===== src/rtl/core/rekp_pkg.sv =====
// shared types and codes for the rotary encoder with key block
// no dependencies
package rekp_pkg;

  // default detent counter width
  localparam int COUNT_WIDTH_DEF = 16;

  // register indexes on the config port
  localparam logic [1:0] REG_REVERSE_DIR = 2'd0;
  localparam logic [1:0] REG_LONG_TICKS  = 2'd1;
  localparam logic [1:0] REG_MIN_TICKS   = 2'd2;

  // register reset values
  localparam logic [15:0] LONG_TICKS_RST = 16'd1000;
  localparam logic [15:0] MIN_TICKS_RST  = 16'd10;

  // request types
  localparam logic [1:0] REQ_PIN  = 2'd0;
  localparam logic [1:0] REQ_KEY  = 2'd1;
  localparam logic [1:0] REQ_READ = 2'd2;

  // last move codes
  localparam logic [1:0] MOVE_NONE = 2'd0;
  localparam logic [1:0] MOVE_UP   = 2'd1;
  localparam logic [1:0] MOVE_DOWN = 2'd2;

  // key phase codes
  localparam logic [1:0] PH_IDLE    = 2'd0;
  localparam logic [1:0] PH_PRESSED = 2'd1;
  localparam logic [1:0] PH_SHORT   = 2'd2;
  localparam logic [1:0] PH_LONG    = 2'd3;

  // event code bases and limits
  localparam logic [3:0] EV_NONE      = 4'd0;
  localparam logic [3:0] EV_DOWN      = 4'd2;
  localparam logic [3:0] EV_SHORT     = 4'd3;
  localparam logic [3:0] EV_SHORT_DN  = 4'd5;
  localparam logic [3:0] EV_LONG      = 4'd6;
  localparam logic [3:0] EV_LONG_DOWN = 4'd8;

  // configuration register set
  typedef struct packed {
    logic        reverse_dir;
    logic [15:0] long_press_ticks;
    logic [15:0] min_press_ticks;
  } cfg_t;

endpackage


===== src/rtl/core/rekp_cfg.sv =====
// apb register file for the rotary encoder with key block
// depends on rekp_pkg
module rekp_cfg (
  input  logic               clk,
  input  logic               rst,
  input  logic               psel,
  input  logic               penable,
  input  logic               pwrite,
  input  logic [3:0]         paddr,
  input  logic [31:0]        pwdata,
  output logic [31:0]        prdata,
  output logic               pready,
  output rekp_pkg::cfg_t     cfg
);
  import rekp_pkg::*;

  logic       wr_en;
  logic [1:0] reg_idx;

  assign pready  = 1'b1;
  assign wr_en   = psel & penable & pwrite;
  assign reg_idx = paddr[3:2];

  // register writes
  always_ff @(posedge clk) begin
    if (rst) begin
      cfg.reverse_dir      <= 1'b0;
      cfg.long_press_ticks <= LONG_TICKS_RST;
      cfg.min_press_ticks  <= MIN_TICKS_RST;
    end else if (wr_en) begin
      case (reg_idx)
        REG_REVERSE_DIR: cfg.reverse_dir      <= pwdata[0];
        REG_LONG_TICKS:  cfg.long_press_ticks <= pwdata[15:0];
        REG_MIN_TICKS:   cfg.min_press_ticks  <= pwdata[15:0];
        default: ;
      endcase
    end
  end

  // register reads
  always_comb begin
    case (reg_idx)
      REG_REVERSE_DIR: prdata = {31'd0, cfg.reverse_dir};
      REG_LONG_TICKS:  prdata = {16'd0, cfg.long_press_ticks};
      REG_MIN_TICKS:   prdata = {16'd0, cfg.min_press_ticks};
      default:         prdata = 32'd0;
    endcase
  end

endmodule


===== src/rtl/core/rekp_core.sv =====
// decoder state and next-state logic: quadrature capture, key machine, event read
// depends on rekp_pkg
module rekp_core #(
  parameter int COUNT_WIDTH = rekp_pkg::COUNT_WIDTH_DEF
) (
  input  logic               clk,
  input  logic               rst,
  input  logic               fire,
  input  logic [1:0]         req_type,
  input  logic               a_level,
  input  logic               b_level,
  input  logic               key_level,
  input  logic [31:0]        now_tick,
  input  rekp_pkg::cfg_t     cfg,
  output logic [3:0]         event_code,
  output logic [15:0]        position,
  output logic [1:0]         key_phase
);
  import rekp_pkg::*;

  localparam int EXT_W = (COUNT_WIDTH > 16) ? COUNT_WIDTH : 16;

  logic                   capture_armed, capture_armed_next;
  logic                   b_latched, b_latched_next;
  logic [1:0]             last_move, last_move_next;
  logic [COUNT_WIDTH-1:0] detent_count, detent_count_next;
  logic [1:0]             press_phase, press_phase_next;
  logic [31:0]            press_start, press_start_next;

  logic [31:0]            held;
  logic                   reach_long;
  logic                   reach_min;
  logic [3:0]             ev_base;
  logic [EXT_W-1:0]       count_ext;

  assign held       = now_tick - press_start;
  assign reach_long = held >= {16'd0, cfg.long_press_ticks};
  assign reach_min  = held >= {16'd0, cfg.min_press_ticks};

  // event base from the key phase
  always_comb begin
    case (press_phase)
      PH_SHORT: ev_base = EV_SHORT;
      PH_LONG:  ev_base = EV_LONG;
      default:  ev_base = EV_NONE;
    endcase
  end

  // next state for one transaction
  always_comb begin
    capture_armed_next = capture_armed;
    b_latched_next     = b_latched;
    last_move_next     = last_move;
    detent_count_next  = detent_count;
    press_phase_next   = press_phase;
    press_start_next   = press_start;
    event_code         = EV_NONE;
    case (req_type)
      REQ_PIN: begin
        if (!a_level && !capture_armed) begin
          capture_armed_next = 1'b1;
          b_latched_next     = b_level;
        end
        if (a_level && capture_armed) begin
          capture_armed_next = 1'b0;
          if (b_latched != b_level) begin
            // falling b counts up in clockwise sense
            if ((b_latched & ~b_level) ^ cfg.reverse_dir) begin
              detent_count_next = detent_count + COUNT_WIDTH'(1);
              last_move_next    = MOVE_UP;
            end else begin
              detent_count_next = detent_count - COUNT_WIDTH'(1);
              last_move_next    = MOVE_DOWN;
            end
          end
        end
      end
      REQ_KEY: begin
        if (!key_level) begin
          if (press_phase == PH_IDLE) begin
            press_phase_next = PH_PRESSED;
            press_start_next = now_tick;
          end else if (press_phase == PH_PRESSED && reach_long) begin
            press_phase_next = PH_LONG;
          end
        end else if (press_phase == PH_PRESSED) begin
          // early release keeps the pressed phase
          if (reach_long) begin
            press_phase_next = PH_LONG;
          end else if (reach_min) begin
            press_phase_next = PH_SHORT;
          end
        end else begin
          press_phase_next = PH_IDLE;
          press_start_next = now_tick;
        end
      end
      REQ_READ: begin
        event_code     = ev_base + {2'd0, last_move};
        last_move_next = MOVE_NONE;
      end
      default: ;
    endcase
  end

  // state registers
  always_ff @(posedge clk) begin
    if (rst) begin
      capture_armed <= 1'b0;
      b_latched     <= 1'b0;
      last_move     <= MOVE_NONE;
      detent_count  <= '0;
      press_phase   <= PH_IDLE;
      press_start   <= 32'd0;
    end else if (fire) begin
      capture_armed <= capture_armed_next;
      b_latched     <= b_latched_next;
      last_move     <= last_move_next;
      detent_count  <= detent_count_next;
      press_phase   <= press_phase_next;
      press_start   <= press_start_next;
    end
  end

  // reported values follow the update
  assign count_ext = EXT_W'(signed'(detent_count_next));
  assign position  = count_ext[15:0];
  assign key_phase = press_phase_next;

endmodule


===== src/rtl/core/rotary_encoder_with_key_press.sv =====
// top level of the rotary encoder with key block: stream ports, apb config
// depends on rekp_pkg, rekp_cfg, rekp_core
// path from input transaction to result: input register, then result register
// throughput: one transaction per cycle unless the output stalls; both register stages advance together
// a stalled output holds its result while the input register may still fill
// reset: synchronous active high; clears stage valids, decoder state and config registers
module rotary_encoder_with_key_press #(
  parameter int COUNT_WIDTH = rekp_pkg::COUNT_WIDTH_DEF
) (
  input  logic        clk,
  input  logic        rst,
  input  logic        s_tvalid,
  output logic        s_tready,
  input  logic [39:0] s_tdata,   // a_level, b_level, key_level, now_tick[31:0], 5'b0
  input  logic [1:0]  s_tuser,   // req_type
  output logic        m_tvalid,
  input  logic        m_tready,
  output logic [23:0] m_tdata,   // event_code[3:0], position[15:0], key_phase[1:0], 2'b0
  input  logic        psel,
  input  logic        penable,
  input  logic        pwrite,
  input  logic [3:0]  paddr,
  input  logic [31:0] pwdata,
  output logic [31:0] prdata,
  output logic        pready
);
  import rekp_pkg::*;

  cfg_t        cfg;
  logic        in_valid;
  logic [1:0]  in_req;
  logic        in_a, in_b, in_key;
  logic [31:0] in_tick;
  logic        adv;
  logic [3:0]  res_code;
  logic [15:0] res_pos;
  logic [1:0]  res_phase;
  logic [3:0]  out_code;
  logic [15:0] out_pos;
  logic [1:0]  out_phase;

  rekp_cfg u_cfg (
    .clk     (clk),
    .rst     (rst),
    .psel    (psel),
    .penable (penable),
    .pwrite  (pwrite),
    .paddr   (paddr),
    .pwdata  (pwdata),
    .prdata  (prdata),
    .pready  (pready),
    .cfg     (cfg)
  );

  // pipeline handshake
  assign adv      = in_valid & (~m_tvalid | m_tready);
  assign s_tready = ~in_valid | adv;

  // input register
  always_ff @(posedge clk) begin
    if (rst) begin
      in_valid <= 1'b0;
    end else if (s_tready) begin
      in_valid <= s_tvalid;
    end
  end

  always_ff @(posedge clk) begin
    if (s_tvalid && s_tready) begin
      in_req  <= s_tuser;
      in_a    <= s_tdata[0];
      in_b    <= s_tdata[1];
      in_key  <= s_tdata[2];
      in_tick <= s_tdata[34:3];
    end
  end

  rekp_core #(
    .COUNT_WIDTH (COUNT_WIDTH)
  ) u_core (
    .clk        (clk),
    .rst        (rst),
    .fire       (adv),
    .req_type   (in_req),
    .a_level    (in_a),
    .b_level    (in_b),
    .key_level  (in_key),
    .now_tick   (in_tick),
    .cfg        (cfg),
    .event_code (res_code),
    .position   (res_pos),
    .key_phase  (res_phase)
  );

  // result register
  always_ff @(posedge clk) begin
    if (rst) begin
      m_tvalid <= 1'b0;
    end else if (adv) begin
      m_tvalid <= 1'b1;
    end else if (m_tready) begin
      m_tvalid <= 1'b0;
    end
  end

  always_ff @(posedge clk) begin
    if (adv) begin
      out_code  <= res_code;
      out_pos   <= res_pos;
      out_phase <= res_phase;
    end
  end

  assign m_tdata = {2'b00, out_phase, out_pos, out_code};

endmodule


===== config.mk =====
export PLATFORM = sky130hd
export DESIGN_NAME = rotary_encoder_with_key_press
export DESIGN_NICKNAME = d
export VERILOG_FILES = /design/src/rtl/core/rekp_pkg.sv /design/src/rtl/core/rekp_cfg.sv /design/src/rtl/core/rekp_core.sv /design/src/rtl/core/rotary_encoder_with_key_press.sv
export SDC_FILE = /design/constraint.sdc
export NUM_CORES = 1
export LEC_CHECK = 0
export BUFFER_PORTS_ARGS = -buffer_cell sky130_fd_sc_hd__buf_2
export CAP_MARGIN = 20
export CORE_UTILIZATION = 45
export CTS_CLUSTER_DIAMETER = 100
export DETAILED_ROUTE_END_ITERATION = 16
export PLACE_DENSITY = 0.72
export SYNTH_ARGS = -nofsm -noshare
export SYNTH_HDL_FRONTEND = slang
export SYNTH_SLANG_ARGS = --single-unit

===== constraint.sdc =====
create_clock -name clk -period 5.6 [get_ports clk]
set_input_delay 0.28 -clock clk [delete_from_list [all_inputs] [get_ports clk]]
set_output_delay 0.28 -clock clk [all_outputs]
set_load 0.02 [all_outputs]

==> implementation parameters <==
Parameter                              Value

Global route
  Antenna violations before repair ... 2
  Wire length of the first global-routing pass ... 33.2 mm
  GR Util All Layers ... 0.204
  Largest net degree at the start of global routing ... 53
  Total congestion overflow ... 0
  Via count of the first global-routing pass ... 7025

Layout
  Final cell count without fillers ... ~1400
  Final instance area ... 10400 sq um
  Final layout net count ... between 1000 and 1500
  Layout-stage area growth over the synthesis result ... 13.8%
  Proportion of layout cells with a drive suffix above 1 ... 0.137

Floorplanning
  CORE AREA ... 19700 sq um
  Die Ht ... between 100 and 150 microns
  Die boundary width ... 144 microns
  Number of rows in the core area ... between 50 and 60
  Die Area ... ~21000 sq um
  Initial Utilization ... 0.463
  Number of top-level design ports ... roughly 140

Logic synthesis
  Number of register bits inferred by synthesis ... roughly 150
  Mean area per synthesized cell ... approximately 8.5 sq um
  Post-synthesis instance total ... ~1100
  Distinct cell type count of the synthesized netlist ... 77
  Area of the mapped netlist ... 9100 sq um
  Share of synthesized area occupied by flip-flops and latches ... 0.390
  Synth Warn # ... 0
  Main flop type after synthesis ... sky130_fd_sc_hd__dfxtp_1
  Ys async rst share ... 0
  EDFF count, synth ... just under 60

CTS
  Post-CTS setup buffers ... 0
  Quantity of hold-fixing buffers added after cts ... 0
  Clock latency on the worst-skew pair ... between 0.4 and 0.5 ns
  Clock buffers created by TritonCTS ... 17
  CTS tree ... built
  H-tree depth ... 4
  Clock-pin slew on the worst setup and hold paths ... 0.06 ns
  Cell chosen for the clock root ... sky130_fd_sc_hd__clkbuf_16
  Number of gates resized after CTS ... 0
  Clock net sink count ... between 100 and 150
  Clk buf depth ... 2

STA
  Headroom to the max-slew limit ... 0.362
  Unrepaired setup endpoints after global routing ... false
  Max-slew violation total from the final report ... 0
  Number of setup violations in the final report ... 0
  Final worst path period share ... 0.852
  Tightest Pin Transition ... between 0.9 and 1 ns
  Final Hold Violating Endpoints ... 0
  Total negative setup slack ... 0 ns
  Tmin final ... around 4.8 ns
  Timing-limited maximum frequency ... 0.210 GHz
  Max Clock Skew ... approximately 0.0091 ns

Critical path
  Arr. time, crit path ... a little under 5 ns
  Flop2flop setup slack ... about 0.83 ns
  Critical path required time ... ~5.8 ns
  Endpoint class of the critical path ... register
  Number of cells on the worst reg-to-reg path ... 17
  Critical Path Source Type ... register
  Endpoint of the worst-slack reg-to-reg timing path ... out_phase[0]
  Master of the slowest instance on the critical path ... sky130_fd_sc_hd__a311o_1
  List of cells traversed by the critical path ... inv_1 > ha_1 > fa_1 > nand2b_1 > a211oi_2 > o21ai_2 > a311o_1 > xnor2_1 > ha_1 > or3_1 > a221oi_1 > o21ai_0 > a2111o_1 > nor4_2 > nand4_1 > o311ai_2 > o311ai_1
  Maximum single-stage delay on the critical path ... between 0.4 and 0.5 ns
  Launch point of the worst reg-to-reg path ... in_tick[0]
  Worst-path maximum fanout ... 4
  Critical path type ... register to register
  Most prevalent standard cell on the critical path ... sky130_fd_sc_hd__ha_1

Hold path
  Hold Crit Class ... primary input to register
  Min-Delay Startpoint ... s_tdata[1]
  Hold worst-path end ... in_b
  Hold path depth ... 1

Pwr
  Net switching fraction of the power ... 0.268
  Sequential group share of total power ... 0.426
  Areal power density over the cells ... ~270 nW/um^2
  Overall power consumption ... approximately 2800 uW
  Worst vdd rail ir drop ... 0.194 mV
  Leakage ... 0.00411 uW
  Net Switching ... about 740 uW
  Logic gate share of total power ... 0.159
  Internal power ... slightly above 2000 uW
  Clock share of power ... 0.415

Run
  Max-cap violations ... 0

Route
  Wirelength per Cell ... between 10 and 15 microns
  Drt pass-1 iters ... 5
  DR vias ... 7496
  Number of routed nets with antenna violations ... 0
  Via density ... between 5 and 6
  Drc violations ... 0
  Initial detailed-routing violation count ... 414
  Total Wirelength ... slightly above 20 mm

Placement
  Half-perimeter wire length of the detailed placement result ... 14.7 mm
  Placed cell count ... ~1400
  Count of buffers from port buffering ... about 100
  Placer's final routability congestion estimate ... ~0.9
  Post-DP Area ... approximately 10000 sq um

Status
  Outcome ... completed
## state kept, by name (all words and copies together), names as in the netlist, 2 cells and up
| name | flops |
|---|---|
| out_phase | 2 |
| out_pos | 16 |
| u_core.press_phase | 2 |
| u_core.last_move | 2 |
| out_code | 4 |
| u_cfg.cfg | 33 |
| in_tick | 32 |
| in_req | 2 |
| u_core.detent_count | 16 |
| u_core.press_start | 32 |
## cells by family after synthesis
family                   Yosys count  share of synthesized area
XOR/XNOR                          35                     0.0337
flip-flops                       148                      0.390
adder cells (fa/ha/maj)           84                      0.118
AND/OR/NAND/NOR                  382                      0.190
buffers and inverters            140                     0.0712
AO/OA/AOI/OAI                    266                      0.184
other                              2                   0.000825
multiplexers                      10                     0.0115
## cells in the mapped netlist, drive strengths merged (4+ instances only)
cell type / instances / share of area
a21oi: 112 / 0.063
o21a: 13 / 0.011
and3: 4 / 0.0027
nand2: 201 / 0.083
edfxtp: 59 / 0.19
nor3b: 5 / 0.0041
mux2i: 6 / 0.0066
nand3: 17 / 0.0093
dfxtp: 89 / 0.20
xor2: 14 / 0.013
nand4: 11 / 0.0076
or3: 7 / 0.0048
o311ai: 4 / 0.0047
a22o: 15 / 0.014
a31oi: 6 / 0.0041
nor3: 21 / 0.012
a211o: 10 / 0.0096
nor2: 65 / 0.027
xnor2: 21 / 0.020
clkbuf: 34 / 0.016
inv: 81 / 0.033
and2: 7 / 0.0050
buf: 23 / 0.020
mux2: 4 / 0.0049
o21ai: 50 / 0.028
a21boi: 5 / 0.0041
nor2b: 16 / 0.011
a211oi: 7 / 0.0063
ha: 81 / 0.11
nand2b: 11 / 0.0076
o21bai: 5 / 0.0041
nor4: 4 / 0.0041
a21o: 17 / 0.014
## power by group through the flow
stage               Clock, uW  Combinational, uW  Sequential, uW
finish                   1150                441            1180
global route             1220                498            1180
detailed placement          0                434            1200
CTS                      1170                437            1180
global placement            0                425            1200
floorplan                   0                329            1210
## worst max path at each step
stage	start	end	slack, ns	cells past startpoint
floorplan	in_tick[0]	out_phase[0]	1.30	17
global placement	in_tick[0]	out_phase[0]	0.90	17
detailed placement	in_tick[0]	out_phase[0]	0.82	17
CTS	in_tick[0]	out_phase[0]	0.81	17
global route	in_tick[0]	out_phase[0]	0.40	17
finish	in_tick[0]	out_phase[0]	0.83	17
## per-layer routing
metal	part of all wire	routed length (microns)	GRT usage	up-vias
li1	-	-	-	3852
met1	0.47	9450	0.254	3435
met2	0.47	9480	0.348	183
met3	0.042	840	0.0344	26
met4	0.023	458	0.0848	0
met5	0	0	0	-
## layout by cell type, fill, tap and decap left out, types with 4 or more instances in the layout
master                        n
sky130_fd_sc_hd__nand2_1    200
sky130_fd_sc_hd__a21oi_1    111
sky130_fd_sc_hd__buf_2      101
sky130_fd_sc_hd__dfxtp_1     89
sky130_fd_sc_hd__inv_1       81
sky130_fd_sc_hd__ha_1        81
sky130_fd_sc_hd__nor2_1      65
sky130_fd_sc_hd__edfxtp_1    59
sky130_fd_sc_hd__o21ai_0     47
sky130_fd_sc_hd__xnor2_1     21
sky130_fd_sc_hd__nor3_1      21
sky130_fd_sc_hd__conb_1      19
sky130_fd_sc_hd__a21o_1      17
sky130_fd_sc_hd__nand3_1     17
sky130_fd_sc_hd__clkbuf_16   17
sky130_fd_sc_hd__nor2b_1     15
sky130_fd_sc_hd__a22o_1      15
sky130_fd_sc_hd__xor2_1      14
sky130_fd_sc_hd__o21a_1      13
sky130_fd_sc_hd__nand2b_1    11
sky130_fd_sc_hd__nand4_1     11
sky130_fd_sc_hd__a211o_1     10
sky130_fd_sc_hd__or3_1        7
sky130_fd_sc_hd__a31oi_1      6
sky130_fd_sc_hd__a211oi_1     6
sky130_fd_sc_hd__mux2i_1      6
sky130_fd_sc_hd__and2_1       5
sky130_fd_sc_hd__o21bai_1     5
sky130_fd_sc_hd__buf_4        5
sky130_fd_sc_hd__and3_1       4
sky130_fd_sc_hd__a21boi_0     4
sky130_fd_sc_hd__clkinv_2     4
## final cells by class
| class | count | area [sq um] |
|---|---|---|
| Clock inverter | 14 | 160 |
| Sequential cell | 148 | 3550 |
| Tap cell | 265 | 332 |
| Multi-Input combinational cell | 796 | 4970 |
| Inverter | 82 | 308 |
| Timing Repair Buffer | 109 | 597 |
| Clock buffer | 18 | 429 |
| Antenna cell | 3 | 7.51 |
| Fill cell | 1873 | 9290 |
## worst max-delay path, delay by kind of cell (launching register included)
kind	cells	cell delay [ns]
AND/OR/NAND/NOR	4	0.93
adder cells (fa/ha/maj)	3	0.83
AO/OA/AOI/OAI	8	2.15
XOR/XNOR	1	0.17
flip-flops	1	0.35
buffers and inverters	1	0.05
## metrics by stage
stage	utilization	hold slack, ns	worst slack [ns]
after floorplan	-	0.379	1.30
after global placement	0.494	0.441	0.897
after CTS	0.525	0.00932	0.806
after global routing	0.527	0.0102	0.398
final	0.527	0.0232	0.831
after detailed placement	0.495	0.446	0.823
No activity file was read; power rests on OpenSTA's default activity.
